$ cat src/sv/dtlr_pkg.sv
package dtlr_pkg;

	localparam int WIDTH_DEF      = 64;
	localparam int HEIGHT_DEF     = 64;
	localparam int DEPTH_BITS_DEF = 32;

	// coordinate and Q16.16 depth widths of a line command
	localparam int CW = 6;
	localparam int ZW = 32;
	// the reciprocal numerator is 2^RECIP_SHIFT
	localparam int RECIP_SHIFT = 40;

	typedef enum logic [2:0] {
		ST_CLEAR,
		ST_IDLE,
		ST_DIV_A,
		ST_DIV_B,
		ST_DIV_D,
		ST_RD,
		ST_CMP
	} state_t;

	typedef struct packed {
		logic busy;
		logic done;
	} div_stat_t;

endpackage

$ cat src/sv/dtlr_div.sv
module dtlr_div #(
	parameter int NW = 41,
	parameter int MW = 32
) (
	input  logic                  clk,
	input  logic                  arst_n,
	input  logic                  start,
	input  logic [NW-1:0]         dividend,
	input  logic [MW-1:0]         divisor,
	output logic [NW-1:0]         quo,
	output logic [MW-1:0]         rem,
	output dtlr_pkg::div_stat_t   stat
);

	localparam int KW = $clog2(NW + 1);

	logic [NW-1:0] quo_q;
	logic [MW-1:0] rem_q;
	logic [KW-1:0] cnt_q;
	logic          busy_q;
	logic          done_q;
	logic [MW:0]   sh;
	logic [MW:0]   diff;
	logic          take;

	// one restoring step per cycle, most significant bit first
	assign sh   = {rem_q, quo_q[NW-1]};
	assign diff = sh - {1'b0, divisor};
	assign take = (sh >= {1'b0, divisor});

	always_ff @(posedge clk or negedge arst_n) begin
		if (!arst_n) begin
			busy_q <= 1'b0;
			done_q <= 1'b0;
			cnt_q  <= '0;
		end else begin
			done_q <= 1'b0;
			if (start && !busy_q) begin
				busy_q <= 1'b1;
				cnt_q  <= KW'(NW);
			end else if (busy_q) begin
				cnt_q <= cnt_q - 1'b1;
				if (cnt_q == KW'(1)) begin
					busy_q <= 1'b0;
					done_q <= 1'b1;
				end
			end
		end
	end

	always_ff @(posedge clk) begin
		if (start && !busy_q) begin
			quo_q <= dividend;
			rem_q <= '0;
		end else if (busy_q) begin
			quo_q <= {quo_q[NW-2:0], take};
			rem_q <= take ? diff[MW-1:0] : sh[MW-1:0];
		end
	end

	assign quo       = quo_q;
	assign rem       = rem_q;
	assign stat.busy = busy_q;
	assign stat.done = done_q;

	a_done_after_busy: assert property (@(posedge clk) disable iff (!arst_n)
		done_q |-> $past(busy_q))
		else $error("divider done without a running division");

	a_start_loads: assert property (@(posedge clk) disable iff (!arst_n)
		(start && !busy_q) |=> (busy_q && cnt_q == KW'(NW)))
		else $error("divider failed to start");

	a_no_early_done: assert property (@(posedge clk) disable iff (!arst_n)
		(busy_q && cnt_q != KW'(1)) |=> !done_q)
		else $error("divider finished early");

endmodule

$ cat config.mk
export PLATFORM = sky130hd
export DESIGN_NAME = dtlr_div
export DESIGN_NICKNAME = d
export VERILOG_FILES = /design/src/sv/dtlr_pkg.sv /design/src/sv/dtlr_div.sv
export SDC_FILE = /design/constraint.sdc
export NUM_CORES = 1
export LEC_CHECK = 0
export BUFFER_PORTS_ARGS = -buffer_cell sky130_fd_sc_hd__buf_2
export CAP_MARGIN = 5
export CORE_MARGIN = 3
export CORE_UTILIZATION = 51
export DETAILED_ROUTE_END_ITERATION = 10
export MAX_ROUTING_LAYER = met4
export PLACE_DENSITY = 0.78
export SLEW_MARGIN = 5
export SYNTH_ARGS = -nofsm -noshare
export SYNTH_HDL_FRONTEND = slang
export SYNTH_SLANG_ARGS = --single-unit
$ cat constraint.sdc
create_clock -name clk -period 3.1 [get_ports clk]
set_clock_uncertainty 0.2 [all_clocks]
set_input_delay 0.62 -clock clk [delete_from_list [all_inputs] [get_ports clk]]
set_output_delay 0.62 -clock clk [all_outputs]
set_load 0.005 [all_outputs]
### After elaboration in Yosys (flattened, before gate mapping)

Cells that the tools add are included.

| word-level totals | value |
|---|---|
| register bits | 81 |
| input port bits | 76 |
| output and inout port bits | 75 |
| logic and storage cells | 23 |

| operators by class | value |
|---|---|
| $add $sub $neg | 2 |
| magnitude comparators | 1 |
| equality and inequality tests | 1 |
| multiplexer cells | 11 |
| reductions and logical operators | 3 |

Operators with widths:

| cell | count |
|---|---|
| two-way mux 41 bit | 2 |
| greater-or-equal comparator 33 x 32 -> 1 bit | 1 |
| two-way mux 32 bit | 1 |
| subtractor 32 bit | 1 |
| two-way mux 6 bit | 2 |
| == test 6 x 1 -> 1 bit, second input constant | 1 |
| two-way mux 1 bit | 6 |
| subtractor 6 x 1 -> 6 bit, second input constant | 1 |
| nonzero test 2 bit | 1 |
| logical AND 1 bit | 1 |
| logical NOT 1 bit | 1 |

### Logic depth before layout (Yosys ltp)

Gate-level depths: netlist (run 1).

| logic depth | value |
|---|---|
| word-level depth | 4 |
| mapped depth | 13 |
| gate-level depth less buffers | 12 |

### Worst setup path before layout (run 1)

Ideal clock, no wire load.

| timing | value |
|---|---|
| path kind | input port to flip-flop |
| start | input divisor[18] |
| end | register rem_q[10] (netlist: rem[10]) |
| library setup time | 117 ps |
| data arrival time | 2729 ps |
| required time | 2783 ps |
| path slack | 54 ps |
| stages | 11 |
| buffers on the path | 1 |
| cells stage by stage | inv_1 ha_1 inv_2 nor4_4 nand4_1 a21oi_1 and4bb_4 a21oi_4 buf_6 mux2_4 a22o_2 |

| between the ends | value |
|---|---|
| cells in the longest elaborated chain, start to end | 2 |

RTL lines:

| item | line | source |
|---|---|---|
| from (decl) | dtlr_div.sv:9 | `input logic [MW-1:0] divisor,` |
| greater-or-equal comparator 33 x 32 -> 1 bit | dtlr_div.sv:29 | `assign take = (sh >= {1'b0, divisor});` |
| two-way mux 32 bit | dtlr_div.sv:57 | `rem_q <= take ? diff[MW-1:0] : sh[MW-1:0];` |
| to (signal assigned) | dtlr_div.sv:57 |  |
| to (decl) | dtlr_div.sv:18 | `logic [MW-1:0] rem_q;` |

Every way passes these cells.
A chain may end at the register's enable or synchronous reset.

### Worst setup path in the final report (run 1)

| timing | value |
|---|---|
| start | register rem_q[27] (netlist: rem[27]) |
| end | register rem_q[3] (netlist: rem[3]) |

| between the ends | value |
|---|---|
| cells in the longest elaborated chain, start to end | 2 |

RTL lines:

| item | line |
|---|---|
| greater-or-equal comparator 33 x 32 -> 1 bit | dtlr_div.sv:29 |
| two-way mux 32 bit | dtlr_div.sv:57 |

Every way passes these cells.

==> impl_results.md, run 1 <==
* Max Cap Viol at 0
* Avg Cell Area, Syn at 10.5 um2
* Fin crit share at 0.942
* Slew margin rel. at 0.650
* Final setup violation count at 0
* Largest net degree at the start of global routing at 44
* Io pins at about 150
* Number of routed nets with antenna violations at 0
* Total CTS buffers at 9
* Worst slack, placed at -0.148 ns
* Ranking of synthesized cells by area: edfxtp_1 23%, dfxtp_1 12%, mux2_2 8.9%
* Cells after Synth at 510
* Layout cells sized above 1 at 0.441
* Root Buffer: clkbuf_8
* Number of synthesized flops with an enable pin at 41
* Rows at 36
* Post-DP Area at 0.00659 mm2
* Max Transition Viols Final at 0
* Seq/Total Area, Yosys at 0.389
* Vias per Instance at 5.49
* Mapped Area at ~0.0053 mm2
* Post-synth top cells: 44 x inv_1, 42 x mux2_2, 41 x a21oi_1, 41 x edfxtp_1, 34 x ha_1
* Vias in the first global route at 4,721
* Final hold viol count at 0
* FMAX at about 340 MHz
* Synth area leader: edfxtp_1
* CP Launch Type: flip-flop
* Hpwl dp at 10,700 um
* Final worst setup slack at about 0.18 ns
* Power per standard cell area at 1230 mW/mm2
* Post-route design area at 0.00687 mm2
* Vias at 4,668
* HP Class: reg2reg
* Drt total wl at 14,200 um
* Die height at around 110 um
* Residual DRC at 0
* Worst Max-Slew Pin Slew at 0.525 ns
* Initial DRC count at 277
* Clock latency at the later pin of the worst-skew pair at roughly 0.37 ns
* DIE AREA at around 0.012 mm2
* Total track usage at 0.249
* Crit Path Category: reg2reg
* Distinct cell type count after synthesis at 67
* Critical-path maximum fanout at 15
* CP required at roughly 3.2 ns
* IO Port Bufs at 150
* RSZ-0062 raised after global routing: no
* Clk sink count at between 80 and 90
* CTS tree: built
* Status: finished, final reports clean
* Arr. time, crit path at between 2 and 3 ns
* Flops & latches, synth at 81
* Overflow after GRT at 0
* Number of H-tree levels at 3
* Main synth FF type: edfxtp_1
* Top-count cell post-synth: inv_1
* Post-Syn Nets at 621
* First-pass GRT wire length at approximately 23,000 um
* Antenna diode count at 0
* Area Overhead vs Synth at 28.8%
* Wire length per cell at 16.7 um
* CORE AREA at approximately 0.01 mm2
* Yosys top cell area share at 0.231
* Initial core utilization at 0.536
* Reg clk slew, reported paths at 0.09 ns
* Final Wtd Congestion at 0.943
* Initial antenna violation count at 0
* CP endpoint kind: flip-flop
* Clock buffer depth at 2
* Setup bufs post-CTS at 0
* Pre-antenna DRT Iters at 5
* Fin crit period at 2.92 ns
* P_leak at 3.25 nW
* Nets at 823
* Fill cell count at between 700 and 800
* Ys Warns at 0
* Die X at 108 um
* Peak VDD IR at 0.000589 V
* Post-synth ARST share at 0.0988
[through the flow]
stage | util | total power (W) | hold WS, ns | std cells | setup TNS (ns)
finish | 0.690 | 0.00843 | 0.292 | 850 | 0
global route | 0.690 | 0.00907 | 0.324 | 850 | 0
CTS | 0.689 | 0.00842 | 0.292 | 850 | 0
detailed placement | 0.662 | 0.00738 | 0.273 | 833 | -1.64
global placement | 0.662 | 0.00716 | 0.259 | 833 | -0.687
floorplan | - | 0.00555 | 0.124 | 510 | 0
[critical path, cell delays in order (launching register included)]
cell	delay, ns
dfxtp_1	0.36
ha_1	0.31
nand3_1	0.11
nor2_1	0.14
nand3_1	0.18
nor4_1	0.34
nand3_1	0.19
a21oi_4	0.23
buf_12	0.19
mux2_2	0.37
a22o_1	0.19
[layout by cell type, fill, tap and decap left out, types with 22 or more instances in the layout]
| cell | n |
|---|---|
| buf_2 | 150 |
| xnor2_1 | 22 |
| inv_1 | 44 |
| mux2_2 | 42 |
| dfxtp_1 | 32 |
| a21oi_1 | 41 |
| buf_4 | 59 |
| edfxtp_1 | 41 |
| nand2_1 | 22 |
| ha_1 | 33 |
[worst paths after layout]
path	start	endpoint	slack (ns)	cells past startpoint
max in group asynchronous	arst_n	cnt_q[1]	2.10	2
max	rem[27]	rem[3]	0.18	10
min reg2reg	cnt_q[5]	done_q	0.29	1
min in group asynchronous	arst_n	cnt_q[2]	0.41	2
max reg2reg	rem[27]	rem[3]	0.18	10
min	cnt_q[5]	done_q	0.29	1
[power breakdown]
part           internal (W)  switching, W
registers           0.00182      0.000453
clock network      0.000551      0.000439
logic               0.00276       0.00242
[sequential cells by signal, indices dropped and copies added (netlist names)]
name and cells:
cnt_q 6, rem 32, busy_q 1, done_q 1, quo 41
[timing repair]
action,4_1_cts,5_1_grt
resized for setup,0,4
hold endpoints to repair,8,0
setup endpoints to repair,0,4
hold buffers,1,0
[area by class of cell]
type                    count  area, um2  share of cell area
clock buffers               9        124              0.0180
clock inverters             7        133              0.0193
inverters                  45        169              0.0246
multi-input cells         363       2960               0.431
flip-flops and latches     81       2070               0.302
well taps                 133        166              0.0242
repair buffers            212       1240               0.181
[layer usage]
layer  GRT usage  wire [um]  vias to the layer above
met5           -          0                        -
met4      0.0929        363                        0
met3      0.0382        756                       30
met2       0.410       7030                      164
met1       0.312       6030                     2188
li1            -          -                     2286
[logic make-up (layout without fill, tap and decap cells)]
family / after synthesis / in the layout / synth area share
buffers and inverters: 66 / 273 / 0.0594
XOR/XNOR: 31 / 31 / 0.0509
multiplexers: 58 / 58 / 0.128
adder cells (fa/ha/maj): 35 / 35 / 0.0835
flip-flops: 81 / 81 / 0.389
AO/OA/AOI/OAI: 145 / 145 / 0.195
AND/OR/NAND/NOR: 94 / 94 / 0.0946
No activity file was read; power rests on OpenSTA's default activity.
==> inputs of run 2 (changes only) <==
--- a/config.mk
+++ b/config.mk
@@ -5,13 +5,16 @@
 export SDC_FILE = /design/constraint.sdc
 export NUM_CORES = 1
 export LEC_CHECK = 0
+export ABC_AREA = 1
 export BUFFER_PORTS_ARGS = -buffer_cell sky130_fd_sc_hd__buf_2
 export CAP_MARGIN = 5
 export CORE_MARGIN = 3
 export CORE_UTILIZATION = 51
 export DETAILED_ROUTE_END_ITERATION = 10
+export GPL_TIMING_DRIVEN = 0
 export MAX_ROUTING_LAYER = met4
-export PLACE_DENSITY = 0.78
+export PLACE_DENSITY = 0.76
+export SETUP_SLACK_MARGIN = 0.02
 export SLEW_MARGIN = 5
 export SYNTH_ARGS = -nofsm -noshare
 export SYNTH_HDL_FRONTEND = slang
==> impl_results.md, run 2 <==
* Post-layout util at 0.628
* Hpwl dp at ~14,000 um
* Antenna diode count at 0
* Flop pwr share at 0.252
* CP required at 2.98 ns
* P_leak at 4.68 nW
* Arr. time, crit path at 2.41 ns
* Placed cells at 1,337
* Root Buffer: clkbuf_16
* Fin crit share at 0.815
* Area Overhead vs Synth at 19.3%
* Drt total wl at between 15,000 and 20,000 um
* Vias at approximately 6,500
* Pre-antenna DRT Iters at 5
* Initial core utilization at 0.526
* Setup bufs post-CTS at 0
* CORE AREA at 0.0127 mm2
* Flops & latches, synth at 81
* Max FFs per register at 41
* Initial DRC count at 394
* Vias per Instance at around 4.8
* Layout cells sized above 1 at 0.245
* HP Class: reg2reg
* Fill cell count at 1,276
* Post-Syn Nets at 1,126
* Fin crit period at about 2.5 ns
* Distinct cell type count after synthesis at 39
* Die height at 121 um
* Most common cell after layout, fill and taps aside: nand2_1
* Max Cap Viol at 0
* Post-synth top cells: 414 x nand2_1, 179 x inv_1, 57 x nand2_2
* Seq/Total Area, Yosys at 0.309
* Total track usage at 0.251
* Setup Total Neg Slack at 0 ns
* Number of H-tree levels at 3
* Status: finished, final reports clean
* Critical-path maximum fanout at 10
* R2R Path End: rem[24]
* RSZ-0062 raised after global routing: no
* Die X at 121 um
* Clock buffer depth at 2
* Hold depth at 2
* Peak VDD IR at 0.000441 V
* Commonest cells after routing, fill and taps aside: 414 x nand2_1, 178 x inv_1, 153 x buf_2
* DIE AREA at ~0.015 mm2
* Hold path start: rem[23]
* Vias in the first global route at 5,905
* Sw Share at 0.468
* Reg2reg start: quo[40]
* Clock latency at the later pin of the worst-skew pair at approximately 0.35 ns
* R2R setup slack at 0.58 ns
* Hold Path End: rem[23]
* Final Non-Filler Cells at ~1,400
* Clk network pwr share at 0.133
* Reg clk slew, reported paths at 0.06 ns
* Post-synth ARST share at 0.0988
* Main synth FF type: edfxtp_1
* Mapped Area at 0.00670 mm2
* Number of routed nets with antenna violations at 0
* Final Wtd Congestion at around 0.94
* Cells after Synth at a little over 1,000
* Internal power at 0.00465 W
* Nets at around 1,300
* Post-DP Area at 0.00766 mm2
* Rows at 41
* Number of synthesized flops with an enable pin at 41
* Comb power frac at 0.615
* Worst Max-Slew Pin Slew at approximately 0.88 ns
* Yosys top cell area share at 0.232
* IO Port Bufs at 150
* CTS tree: built
* Ranking of synthesized cells by area: nand2_1 23%, edfxtp_1 18%, inv_1 10%
* Post-route design area at 0.00799 mm2
* Ys Warns at 0
* Crit Path Category: in2reg
* Largest net degree at the start of global routing at 44
* Synth area leader: nand2_1
* CP endpoint kind: flip-flop
* Reg2Reg Depth at 15
* Final setup violation count at 0
* Top-count cell post-synth: nand2_1
* Total CTS buffers at 9
* Slew margin rel. at 0.415
* CP Launch Type: primary input
* Psw at 0.00410 W
* Initial antenna violation count at 0
* Max Transition Viols Final at 0
* Final hold viol count at 0
* Clk sink count at 81
* Wire length per cell at 13.0 um
* First-pass GRT wire length at 28,400 um
* FMAX at ~400 MHz
* Residual DRC at 0
* Avg Cell Area, Syn at 6.60 um2
* Overflow after GRT at 0
* Final Total Pwr at 0.00875 W
* Io pins at 151
* Power per standard cell area at 1090 mW/mm2
-- run 2: cell count changes after synthesis, sizes merged, moves of 15 or more --
cell,previous run,this run
a21oi,47,21
a22o,15,0
inv,45,185
mux2,53,0
nand2,23,476
nand3,11,85
nor2,20,50
o21ai,30,6
-- run 2: logic make-up (layout without fill, tap and decap cells) --
family          after synthesis  count (layout)  share of synthesized area
simple gates                638             638                      0.441
buf+inv                     214             381                      0.136
flops                        81              81                      0.309
fa+ha+maj                    35              35                     0.0665
compound gates               33              33                     0.0282
xor+xnor                     14              14                     0.0183
-- run 2: through the flow --
stage | setup slack (ns) | hold slack (ns)
after global routing | 0.380 | 0.308
final | 0.573 | 0.286
after floorplan | 0.648 | 0.124
after detailed placement | 0.233 | 0.273
after CTS | 0.591 | 0.288
after global placement | 0.296 | 0.272
-- run 2: final cells by class --
| cell class | instances | area (um2) | area share |
|---|---|---|---|
| timing repair buffer | 151 | 761 | 0.0952 |
| clock buffer | 10 | 229 | 0.0287 |
| multi-input combinational | 720 | 3710 | 0.465 |
| sequential | 81 | 2070 | 0.259 |
| clock inverter | 6 | 90.1 | 0.0113 |
| buffer | 27 | 210 | 0.0263 |
| inverter | 187 | 702 | 0.0878 |
| tap | 172 | 215 | 0.0269 |
-- run 2: worst max-delay path, cell delays in order --
cell and delay, ns:
buf_2 0.08, inv_1 0.04, ha_1 0.37, nand2_1 0.17, inv_2 0.04, nand2_1 0.06
nand2_1 0.07, nand2_1 0.06, nand2_1 0.07, nand2_1 0.07, nand2_1 0.08, a21oi_4 0.29
buf_2 0.29, a31oi_1 0.10
-- run 2: how the worst max path moves through the flow --
| stage | start | to | slack [ns] | cells past startpoint |
|---|---|---|---|---|
| global placement | divisor[19] | quo[0] | 0.30 | 14 |
| detailed placement | divisor[19] | quo[0] | 0.23 | 14 |
| finish | divisor[19] | quo[0] | 0.57 | 14 |
| CTS | divisor[19] | quo[0] | 0.59 | 14 |
| global route | divisor[19] | rem[2] | 0.38 | 16 |
| floorplan | divisor[24] | quo[0] | 0.65 | 13 |
-- run 2: metal layers --
metal,track usage,wire (um),up-vias
met5,-,0,-
met4,0.0758,318,0
met3,0.0327,851,24
met2,0.394,8140,158
met1,0.342,8310,2906
li1,-,-,3407
-- run 2: power groups by stage --
stage	clock, W	sequential (W)	combinational [W]
floorplan	0	0.00220	0.00390
global placement	0	0.00220	0.00530
detailed placement	0	0.00221	0.00538
CTS	0.00118	0.00220	0.00540
global route	0.00124	0.00228	0.00608
finish	0.00116	0.00221	0.00538
-- run 2: repair_timing --
action | in CTS | in global routing
hold buffers | 1 | 0
gates resized for setup | 0 | 0
hold endpoints to repair | 8 | 0
